### config.mk
export PLATFORM = sky130hd
export DESIGN_NAME = ucq_ram
export DESIGN_NICKNAME = d
export VERILOG_FILES = /design/src/rtl/assert_macros.svh /design/src/rtl/ucq_pkg.sv /design/src/rtl/ucq_ram.sv
export SDC_FILE = /design/constraint.sdc
export NUM_CORES = 1
export LEC_CHECK = 0
export BUFFER_PORTS_ARGS = -buffer_cell sky130_fd_sc_hd__buf_4
export CAP_MARGIN = 10
export CELL_PAD_IN_SITES_DETAIL_PLACEMENT = 0
export CELL_PAD_IN_SITES_GLOBAL_PLACEMENT = 1
export CORE_UTILIZATION = 59
export DETAILED_ROUTE_END_ITERATION = 8
export PLACE_DENSITY = 0.89
export SYNTH_ARGS = -nofsm -noshare
export SYNTH_HDL_FRONTEND = slang
export SYNTH_SLANG_ARGS = --single-unit
### constraint.sdc
create_clock -name clk -period 3.6 [get_ports clk]
set_input_delay 0.18 -clock clk [delete_from_list [all_inputs] [get_ports clk]]
set_output_delay 0.18 -clock clk [all_outputs]
set_load 0.1 [all_outputs]
### src/rtl/assert_macros.svh
// Assertion macros for the RTL of the uplink message queue.
`ifndef ASSERT_MACROS_SVH
`define ASSERT_MACROS_SVH

// The condition holds at every clock edge outside reset.
`define ASSERT_ALWAYS(name, clk, rst, cond, msg) \
  name: assert property (@(posedge clk) disable iff (rst) (cond)) else $error(msg);

// The antecedent implies the consequent in the same cycle.
`define ASSERT_IMPLIES(name, clk, rst, ante, cons, msg) \
  name: assert property (@(posedge clk) disable iff (rst) (ante) |-> (cons)) else $error(msg);

// The antecedent implies the consequent in the next cycle.
`define ASSERT_NEXT(name, clk, rst, ante, cons, msg) \
  name: assert property (@(posedge clk) disable iff (rst) (ante) |=> (cons)) else $error(msg);

`endif

### src/rtl/ucq_pkg.sv
// Package with the shared constants and types of the uplink message queue.
package ucq_pkg;

  localparam int QUEUE_LIMIT_DEF = 32;
  localparam int MAX_PAYLOAD_DEF = 51;

  localparam int PORT_W = 8;
  localparam int BYTE_W = 8;
  localparam int QC_W   = 6;

  localparam logic REQ_PUSH  = 1'b0;
  localparam logic REQ_BUILD = 1'b1;

  typedef enum logic [2:0] {
    ST_IDLE,
    ST_SCAN,
    ST_LEN,
    ST_BYTES,
    ST_EMPTY
  } state_t;

endpackage

### src/rtl/ucq_ram.sv
// Simple dual-port RAM with one write port and one registered read port.
module ucq_ram #(
  parameter int WIDTH = ucq_pkg::BYTE_W,
  parameter int DEPTH = ucq_pkg::MAX_PAYLOAD_DEF
) (
  input  logic                     clk,
  input  logic                     wr_en,
  input  logic [$clog2(DEPTH)-1:0] wr_addr,
  input  logic [WIDTH-1:0]         wr_data,
  input  logic                     rd_en,
  input  logic [$clog2(DEPTH)-1:0] rd_addr,
  output logic [WIDTH-1:0]         rd_data
);
  logic [WIDTH-1:0] mem [DEPTH];

  always_ff @(posedge clk) begin
    if (wr_en) begin
      mem[wr_addr] <= wr_data;
    end
  end

  always_ff @(posedge clk) begin
    if (rd_en) begin
      rd_data <= mem[rd_addr];
    end
  end
endmodule

==> Yosys cells after proc, flatten, opt, wreduce, memory -nomap -nowiden <==
Memory sizes are Yosys's and may differ from the RTL's. A register that Yosys moved wholly into a read port is not among the register bits.
Index checks and enable logic that the tools add are counted.
W data, S select, Z words.
{ "word_totals": {"word_cells": 3, "input_bits": 23, "out_inout_bits": 8, "ramBits": 408, "memories": 1, "regBits": 0} }
{ "classes": {"n_mux": 2} }
{ "memory_table": {"columns": ["memory", "depth", "word_bits", "rd", "rd_ports_with_merged_regs", "wr", "line", "text"], "rows": [
  ["mem", 51, 8, 1, 1, 1, "ucq_ram.sv:14", "logic [WIDTH-1:0] mem [DEPTH];"]
]} }
{ "ops": {"columns": ["op", "count"], "rows": [
  ["$mux W1", 2]
]} }

==> Depth between registers and ports, before layout <==
Gate-level depths: netlist of the first run.
{ "logic_depth": {"depth_word": 2, "ltp_mapped": 9, "depth_no_buf": 5} }

==> Least setup slack after synthesis of the first run <==
No wires, ideal clock.
{ "synth_path": {"path_type": "input -> register", "startpoint": "input port rd_addr[0]", "endpoint": "register rd_data[2], read port of mem, data pin", "required_ns": 3.339, "path_stages": 7, "n_path_buf": 3, "arrival_ns": 1.583, "setup_ns": 0.261, "path_slack_ns": 1.756, "cell_sequence": "buf_4 -> buf_6 -> buf_4 -> mux4_2 -> o22a_1 -> o211ai_1 -> o21ai_1"} }
{ "synth_lines": {"columns": ["item", "line", "text"], "rows": [
  ["start: declaration", "ucq_ram.sv:11", "input logic [$clog2(DEPTH)-1:0] rd_addr,"],
  ["end: declaration", "ucq_ram.sv:12", "output logic [WIDTH-1:0] rd_data"]
]} }

==> implementation parameters, run 1 <==
Parameter                              Value

Detailed routing
  Vias after detailed routing    8102
  Violation count after the first detailed-route iteration    between 1000 and 1500
  Detailed-route wire length    35700 um
  DRT Pass-1 Iters    6
  Remaining routing DRC violations    0
  Routed vias/inst    6.81
  Post-route antenna net violation count    0
  Wire length per cell after detailed routing    30.0 um

Job
  Max-capacitance violation count    0

Logic synthesis
  Yosys warns    0
  Register area share after synthesis    76.7%
  Post-synthesis area per instance    20.9 sq um
  Netlist area before placement    16300 sq um
  Leading register cell type out of synthesis    sky130_fd_sc_hd__edfxtp_1
  Share of synthesized flip-flops with an asynchronous set or reset    0%
  Count of distinct cell types in the synthesized netlist    36
  Cell count after synthesis    slightly below 800
  EDFF count, synth    ~420
  Mapped Nets    801
  Register bit count reported by yosys    416

Global routing
  Wire length of the first global-routing pass    53600 um
  Initial antenna violation count    0
  Overall overflow remaining after global route    0
  Maximum number of pins on one net before global-route repair    73
  GRT Overall Usage    26.5%
  Via count of the first global-routing pass    8322

Power
  Share of total power in the clock network    42.5%
  Power Density    ~570 nW/um^2
  Maximum VDD drop    395 uV
  Comb power frac    5.4%
  Sw Share    a little over a fifth
  Total power after layout    a little over 10 mW
  Proportion of power drawn by flip-flops and latches    52.1%
  Leak Pwr    approximately 5.7 nW
  Internal power    8.14 mW
  Total net switching power    about 2.2 mW

Layout
  Fraction of layout cells with a size suffix above 1    24.5%
  Final std cells w/o fill    between 1000 and 1500
  Count of inserted antenna diode cells    0
  Syn-to-layout area delta    11.5%
  Number of nets in the finished design    841

Place
  DP Worst Slack    between 800 and 900 ps
  Placed Instances    around 1100
  Global placement routability congestion    between 0.8 and 0.9
  Estimated wirelength of the detail-placed design    21100 um
  Port buffer count    30

Timing
  Clock period minus final worst setup slack    2140 ps
  Post-layout worst setup margin    1460 ps
  Clock tree skew after final layout    15.8 ps
  Final hold violations    0
  Transition at the pin with the smallest max-transition slack    1030 ps
  Setup tns final    0 ps
  Worst slew margin relative to its limit    31.0%
  Setup repair after global routing missed its margin    no
  Tcrit/Tclk final    59.6%
  Max-slew violations    0
  Maximum clock frequency    466 MHz
  Finish-stage setup viols    0

Clock network
  CTS Sinks    around 420
  Post-CTS setup buffer count    0
  Insertion delay to the later sink of the worst-skew pair    540 ps
  Maximum level of the CTS H-tree    2
  Clock slew at the register clock pins of the worst setup and hold paths    about 70 ps
  CTS tree    done
  Longest Clk Path Bufs    3
  Gates resized, CTS repair    0
  Hold_buf cts    1
  Number of buffers created by CTS    41
  Root cell of the clock tree    sky130_fd_sc_hd__clkbuf_16

Hold path
  Hold Path Cell Cnt    1
  Worst hold endpoint    mem[26][3]$_DFFE_PP_
  Type of the tightest min-delay check    in2reg
  Origin of the worst min-delay path    wr_data[3]

Setup path
  Required @ worst endpoint    3880 ps
  Register-to-register path setup slack    1680 ps
  Destination of the worst register-to-register timing path    rd_data[1]$_DFFE_PP_
  Classification of the worst setup path    in2reg
  CP Launch Point    rd_addr[0]
  Element type at the critical path start    primary input
  Reg2reg path depth    5
  Worst r2r src    mem[15][1]$_DFFE_PP_
  Crit path max fanout    43
  Critical Path End Type    register
  Signal arrival time at the worst endpoint    2420 ps

Floorplan
  Effective utilization at floorplan    roughly three fifths
  Die Height    168 um
  Area of the die    28300 sq um
  Std-Cell Rows    60
  Count of boundary I/O pins    31
  Horizontal extent of the die    168 um
  Core area    27000 sq um

Run status
  Run status    finished, final reports clean
==> kinds of logic (layout without fill, tap and decap cells) <==
| logic type | Yosys count | in the layout | share of synthesized area, % |
|---|---|---|---|
| muxes | 136 | 136 | 15.2 |
| and+or+nand+nor | 112 | 112 | 3.24 |
| AOI/OAI and AO/OA | 70 | 70 | 3.23 |
| DFF | 416 | 416 | 76.7 |
| buffers and inverters | 44 | 115 | 1.61 |
==> layout make-up <==
class                           count  area [sq um]
Fill cell                        1642          8850
Clock buffer                       45          1060
Tap cell                          341           427
Multi-Input combinational cell    318          3540
Clock inverter                     29           325
Timing Repair Buffer               41           327
Sequential cell                   416         12500
==> registers in the layout, summed over array words and instances, names as in the netlist <==
signal   flops
mem        408
rd_data      8
==> layer usage <==
metal	vias up	track usage, %	share of wire, %
li1	3332	-	-
met1	4215	37.3	39
met2	466	43.4	50
met3	89	3.76	8.2
met4	0	9.37	3.2
met5	-	0	0
==> cell usage in the layout, fill, tap and decap left out, drive strengths merged, types with 4 or more instances in the layout <==
cell type | netlist | final
o211ai | 8 | 8
clkbuf | 13 | 45
o21ai | 9 | 9
mux2i | 40 | 40
mux4 | 89 | 89
nor2 | 50 | 50
mux2 | 7 | 7
nor3 | 5 | 5
nor2b | 11 | 11
buf | 31 | 40
nand3 | 7 | 7
o22ai | 15 | 15
o32a | 5 | 5
bufinv | 0 | 6
nand2b | 5 | 5
nand3b | 5 | 5
clkinvlp | 0 | 4
edfxtp | 416 | 416
a22oi | 5 | 5
a211oi | 6 | 6
clkinv | 0 | 19
a311o | 5 | 5
o22a | 13 | 13
nand2 | 19 | 19
==> power by group through the flow <==
| stage | combinational [mW] | clock [mW] | sequential, mW |
|---|---|---|---|
| floorplan | 0.291 | 0 | 5.54 |
| global placement | 0.533 | 0 | 5.49 |
| detailed placement | 0.551 | 0 | 5.49 |
| CTS | 0.556 | 4.43 | 5.39 |
| global route | 0.583 | 4.59 | 5.39 |
| finish | 0.556 | 4.39 | 5.39 |
==> synthesized netlist by cell type (2+ instances only) <==
cell type	number	area, sq um
sky130_fd_sc_hd__clkbuf_1	13	48.8
sky130_fd_sc_hd__nor2b_1	11	68.8
sky130_fd_sc_hd__mux4_2	89	2000
sky130_fd_sc_hd__o22a_1	13	114
sky130_fd_sc_hd__nand3b_1	5	37.5
sky130_fd_sc_hd__o211ai_1	8	60.1
sky130_fd_sc_hd__buf_4	11	82.6
sky130_fd_sc_hd__nand4b_1	2	17.5
sky130_fd_sc_hd__nand2b_1	5	31.3
sky130_fd_sc_hd__buf_2	14	70.1
sky130_fd_sc_hd__a311o_1	5	50.1
sky130_fd_sc_hd__a211oi_1	6	45.0
sky130_fd_sc_hd__or3_1	2	12.5
sky130_fd_sc_hd__o32a_1	5	50.1
sky130_fd_sc_hd__nor3_1	5	25.0
sky130_fd_sc_hd__mux2i_1	40	400
sky130_fd_sc_hd__nor2_1	50	188
sky130_fd_sc_hd__nand3_1	7	35.0
sky130_fd_sc_hd__nand2_1	19	71.3
sky130_fd_sc_hd__mux2_2	7	78.8
sky130_fd_sc_hd__o21ai_0	3	15.0
sky130_fd_sc_hd__a22oi_1	5	37.5
sky130_fd_sc_hd__buf_6	5	56.3
sky130_fd_sc_hd__o21ai_1	6	30.0
sky130_fd_sc_hd__o22ai_1	15	93.8
sky130_fd_sc_hd__or2_2	2	12.5
sky130_fd_sc_hd__edfxtp_1	416	12500
==> stage by stage <==
| step | utilization [%] | area, sq um | hold slack (ps) |
|---|---|---|---|
| after floorplan | - | 16300 | 279 |
| after global placement | 62.0 | 16800 | 522 |
| after detailed placement | 62.1 | 16800 | 537 |
| after CTS | 67.2 | 18200 | 131 |
| after global routing | 67.2 | 18200 | 147 |
| final | 67.2 | 18200 | 134 |
==> how the worst max path moves through the flow <==
stage                           endpoint  cells past startpoint
detailed placement  rd_data[7]$_DFFE_PP_                      6
finish              rd_data[7]$_DFFE_PP_                      6
floorplan           rd_data[2]$_DFFE_PP_                      7
global placement    rd_data[2]$_DFFE_PP_                      6
global route        rd_data[7]$_DFFE_PP_                      6
CTS                 rd_data[7]$_DFFE_PP_                      6
==> critical path, cell delays in order <==
cell                       delay, ps
sky130_fd_sc_hd__buf_6           450
sky130_fd_sc_hd__buf_4           530
sky130_fd_sc_hd__mux4_2          560
sky130_fd_sc_hd__o22a_1          230
sky130_fd_sc_hd__o211ai_1        270
sky130_fd_sc_hd__o21ai_1         110
Power figures use the tool's default switching activity.
==> inputs of run 2 (changes only) <==
ABC_AREA = 1   (was not set)
CORE_UTILIZATION = 51   (was 59)
PLACE_DENSITY = 0.84   (was 0.89)
clock period = 2.2 ns   (was 3.6 ns; I/O delays follow)
==> implementation parameters, run 2 <==
Parameter                              Value

Run status
  Run status    finished, final reports clean

Logic synthesis
  Adder-cell share of the synthesized area    0% (unchanged)
  Mapped Nets    1470 (+84%)
  Ranking of synthesized cells by instance count    416 x sky130_fd_sc_hd__edfxtp_1, 396 x sky130_fd_sc_hd__nand2_1, 272 x sky130_fd_sc_hd__nand3_1, 166 x sky130_fd_sc_hd__nor2_1, 42 x sky130_fd_sc_hd__o21ai_0
  EDFF count, synth    416 (unchanged)
  Top cell type by total area after synthesis    sky130_fd_sc_hd__edfxtp_1
  Post-synthesis area per instance    11.8 sq um (-44%)
  Simple-gate portion of the synthesized area    20.6% (+17 points)
  Leading cell types by total area after synthesis    sky130_fd_sc_hd__edfxtp_1 73%, sky130_fd_sc_hd__nand2_1 8.7%, sky130_fd_sc_hd__nand3_1 8.0%
  Netlist area before placement    17100 sq um (+4.8%)
  Dominant combinational cell family by area after synthesis    simple AND/OR/NAND/NOR gates
  Synthesized-area fraction occupied by ao, oa, aoi and oai cells    2.43% (-0.80 points)
  Xor-xnor portion of the synthesized cell area    0% (unchanged)
  Share of Yosys cell area claimed by the top area cell type    73.2% (-3.5 points)
  Count of distinct cell types in the synthesized netlist    20 (-44%)
  Register bit count reported by yosys    416 (unchanged)
  Register area share after synthesis    73.2% (-3.5 points)
  Yosys warns    0 (unchanged)
  Post-synthesis mux area share    0% (-15 points)
  Most numerous cell in the Yosys netlist    sky130_fd_sc_hd__edfxtp_1
  Cell count after synthesis    1447 (+86%)
  Share of synthesized flip-flops with an asynchronous set or reset    0% (unchanged)
  Leading register cell type out of synthesis    sky130_fd_sc_hd__edfxtp_1

Clock network
  Number of buffers created by CTS    42 (+2.4%)
  Longest Clk Path Bufs    3 (unchanged)
  Root cell of the clock tree    sky130_fd_sc_hd__clkbuf_16
  Maximum level of the CTS H-tree    2 (unchanged)
  CTS tree    done
  Clock slew at the register clock pins of the worst setup and hold paths    60 ps (about the same)
  CTS Sinks    416 (unchanged)
  Insertion delay to the later sink of the worst-skew pair    530 ps (about the same)

Setup path
  Slowest CP cell    sky130_fd_sc_hd__edfxtp_1
  CP endpoint    rd_data[6]$_DFFE_PP_
  Required @ worst endpoint    2460 ps (-1420 ps)
  Register-to-register path setup slack    670 ps (-1010 ps)
  Critical-path cell list    nand2_1, nand3_1, nand3_1, nand2_1, nand2_1, nand3_1, nand3_1, nand2_1
  Delay of the slowest critical-path stage    360 ps (-200 ps)
  Worst r2r src    mem[3][6]$_DFFE_PP_
  Element type at the critical path start    register
  Classification of the worst setup path    reg2reg
  Reg2reg path depth    8 (+3)
  CP Launch Point    mem[3][6]$_DFFE_PP_
  Signal arrival time at the worst endpoint    1790 ps (-630 ps)
  Destination of the worst register-to-register timing path    rd_data[6]$_DFFE_PP_
  Crit path max fanout    1 (-98%)
  Critical Path End Type    register

Detailed routing
  Detailed-route wire length    41100 um (+15%)
  Routed vias/inst    5.67 (-17%)
  Remaining routing DRC violations    0 (unchanged)
  Violation count after the first detailed-route iteration    1338 (+30%)
  Vias after detailed routing    11235 (+39%)
  Wire length per cell after detailed routing    20.7 um (-31%)
  DRT Pass-1 Iters    6 (unchanged)
  Post-route antenna net violation count    0 (unchanged)

Power
  Power Density    867 nW/um^2 (+52%)
  Leak Pwr    6.90 nW (+21%)
  Maximum VDD drop    677 uV (+71%)

Global routing
  GRT Overall Usage    24.8% (-1.7 points)
  Met2 Use GR    40.7% (-2.7 points)
  Overall overflow remaining after global route    0 (unchanged)
  Via count of the first global-routing pass    10853 (+30%)
  Peak-usage layer in the global routing report    met2
  GRT met1 Usage    34.7% (-2.5 points)
  GR Util met3    3.72% (-0.045 points)
  Maximum number of pins on one net before global-route repair    91 (+25%)
  Initial antenna violation count    0 (unchanged)
  Wire length of the first global-routing pass    63000 um (+17%)

Floorplan
  Core area    32700 sq um (+21%)
  Effective utilization at floorplan    52.2% (-8.1 points)
  Area of the die    34200 sq um (+21%)
  Std-Cell Rows    66 (+10%)
  Die Height    185 um (+10%)
  Horizontal extent of the die    185 um (+10%)
  Count of boundary I/O pins    31 (unchanged)

Layout
  Fraction of layout cells with a size suffix above 1    10.1% (-14 points)
  Final Cell Area    19300 sq um (+6.0%)
  Biggest registers after layout    mem: 408 flops, rd_data: 8 flops
  Syn-to-layout area delta    12.8%
  Max FFs per register    408 (unchanged)
  Number of nets in the finished design    1531 (+82%)
  Multi-input gate area in the final layout    3930 sq um (+11%)
  Total of fill cells in the finished design    2649 (+61%)
  Most common library cell in the layout ignoring fill and taps    sky130_fd_sc_hd__edfxtp_1
  Register cell area after layout    12500 sq um (unchanged)
  Register with the highest flop count    mem
  Highest-count cells in the layout ignoring fill and taps    416 x sky130_fd_sc_hd__edfxtp_1, 396 x sky130_fd_sc_hd__nand2_1, 272 x sky130_fd_sc_hd__nand3_1, 166 x sky130_fd_sc_hd__nor2_1, 91 x sky130_fd_sc_hd__buf_4
  Final std cells w/o fill    1982 (+67%)
  Count of inserted antenna diode cells    0 (unchanged)

Job
  Max-capacitance violation count    0 (unchanged)

Timing
  Tcrit/Tclk final    69.6%
  Setup repair after global routing missed its margin    no
  Max-slew violations    0 (unchanged)
  Setup tns final    0 ps (unchanged)
  Clock period minus final worst setup slack    1530 ps
  Clock tree skew after final layout    19.7 ps (+3.88 ps)
  Transition at the pin with the smallest max-transition slack    832 ps (-200 ps)
  Maximum clock frequency    ~650 MHz
  Worst slew margin relative to its limit    44.5% (+14 points)
  Final hold violations    0 (unchanged)
  Finish-stage setup viols    0 (unchanged)

Place
  Global placement routability congestion    0.905 (+10%)
  Placement-stage cell area    18000 sq um (+7.1%)
  Placed Instances    1905 (+71%)
  Estimated wirelength of the detail-placed design    24000 um (+14%)
  Port buffer count    30 (unchanged)

Hold path
  Origin of the worst min-delay path    rd_addr[4]
  Type of the tightest min-delay check    in2reg
[run 2: changes by cell type after synthesis, sizes merged, moves of 40 or more]
cell,previous run,this run
mux2i,40,0
mux4,89,0
nand2,19,396
nand3,7,272
nor2,50,166
o21ai,9,58
[run 2: logic make-up after synthesis]
kind of cell    after synthesis
buf+inv                     108
compound gates               80
simple gates                843
flops                       416
[run 2: through the flow]
step	worst slack [ps]	power, mW	hold slack, ps	utilization (%)
after global placement	260	10.1	437	54.9
after global routing	558	17.2	87.4	58.9
after CTS	707	16.8	77.7	58.9
after detailed placement	256	10.1	441	54.9
after floorplan	792	9.67	209	-
final	670	16.7	88.1	58.9
[run 2: timing repair]
item | 4_1_cts | 5_1_grt
setup buffers | 0 | 0
endpoints found under the setup margin | 0 | 0
hold endpoints to repair | 8 | 0
resized for setup | 0 | 0
hold buffers | 1 | 0
[run 2: routing by layer]
layer | routed length [um] | part of all wire [%]
met1 | 16900 | 41
met4 | 1000 | 2.4
met3 | 3510 | 8.5
met5 | 0 | 0
met2 | 19700 | 48
[run 2: worst max-delay path, delay by kind of cell (launching register included)]
| kind | cells | cell delay [ps] |
|---|---|---|
| and+or+nand+nor | 8 | 930 |
| DFF | 1 | 360 |
[run 2: worst min-delay path by stage]
stage | cells after the start | slack, ps | to
2_1_floorplan | 0 | 210 | mem[0][0]$_DFFE_PP_
3_3_place_gp | 1 | 440 | rd_data[6]$_DFFE_PP_
3_5_place_dp | 1 | 440 | rd_data[6]$_DFFE_PP_
4_1_cts | 4 | 80 | rd_data[1]$_DFFE_PP_
5_1_grt | 4 | 90 | rd_data[1]$_DFFE_PP_
6_report | 4 | 90 | rd_data[1]$_DFFE_PP_
[run 2: cell type report]
type,count,share of cell area [%]
sequential,416,64.9
inverter,22,0.455
tap,442,2.87
multi-input combinational,923,20.4
clock buffer,53,5.78
clock inverter,23,0.916
timing repair buffer,103,4.70
[run 2: power breakdown]
| group | total, mW | switching (mW) | internal [mW] |
|---|---|---|---|
| Sequential | 8.82 | 0.0231 | 8.79 |
| Clock | 6.76 | 2.84 | 3.92 |
| Combinational | 1.13 | 0.839 | 0.291 |
| Total | 16.7 | 3.70 | 13.0 |
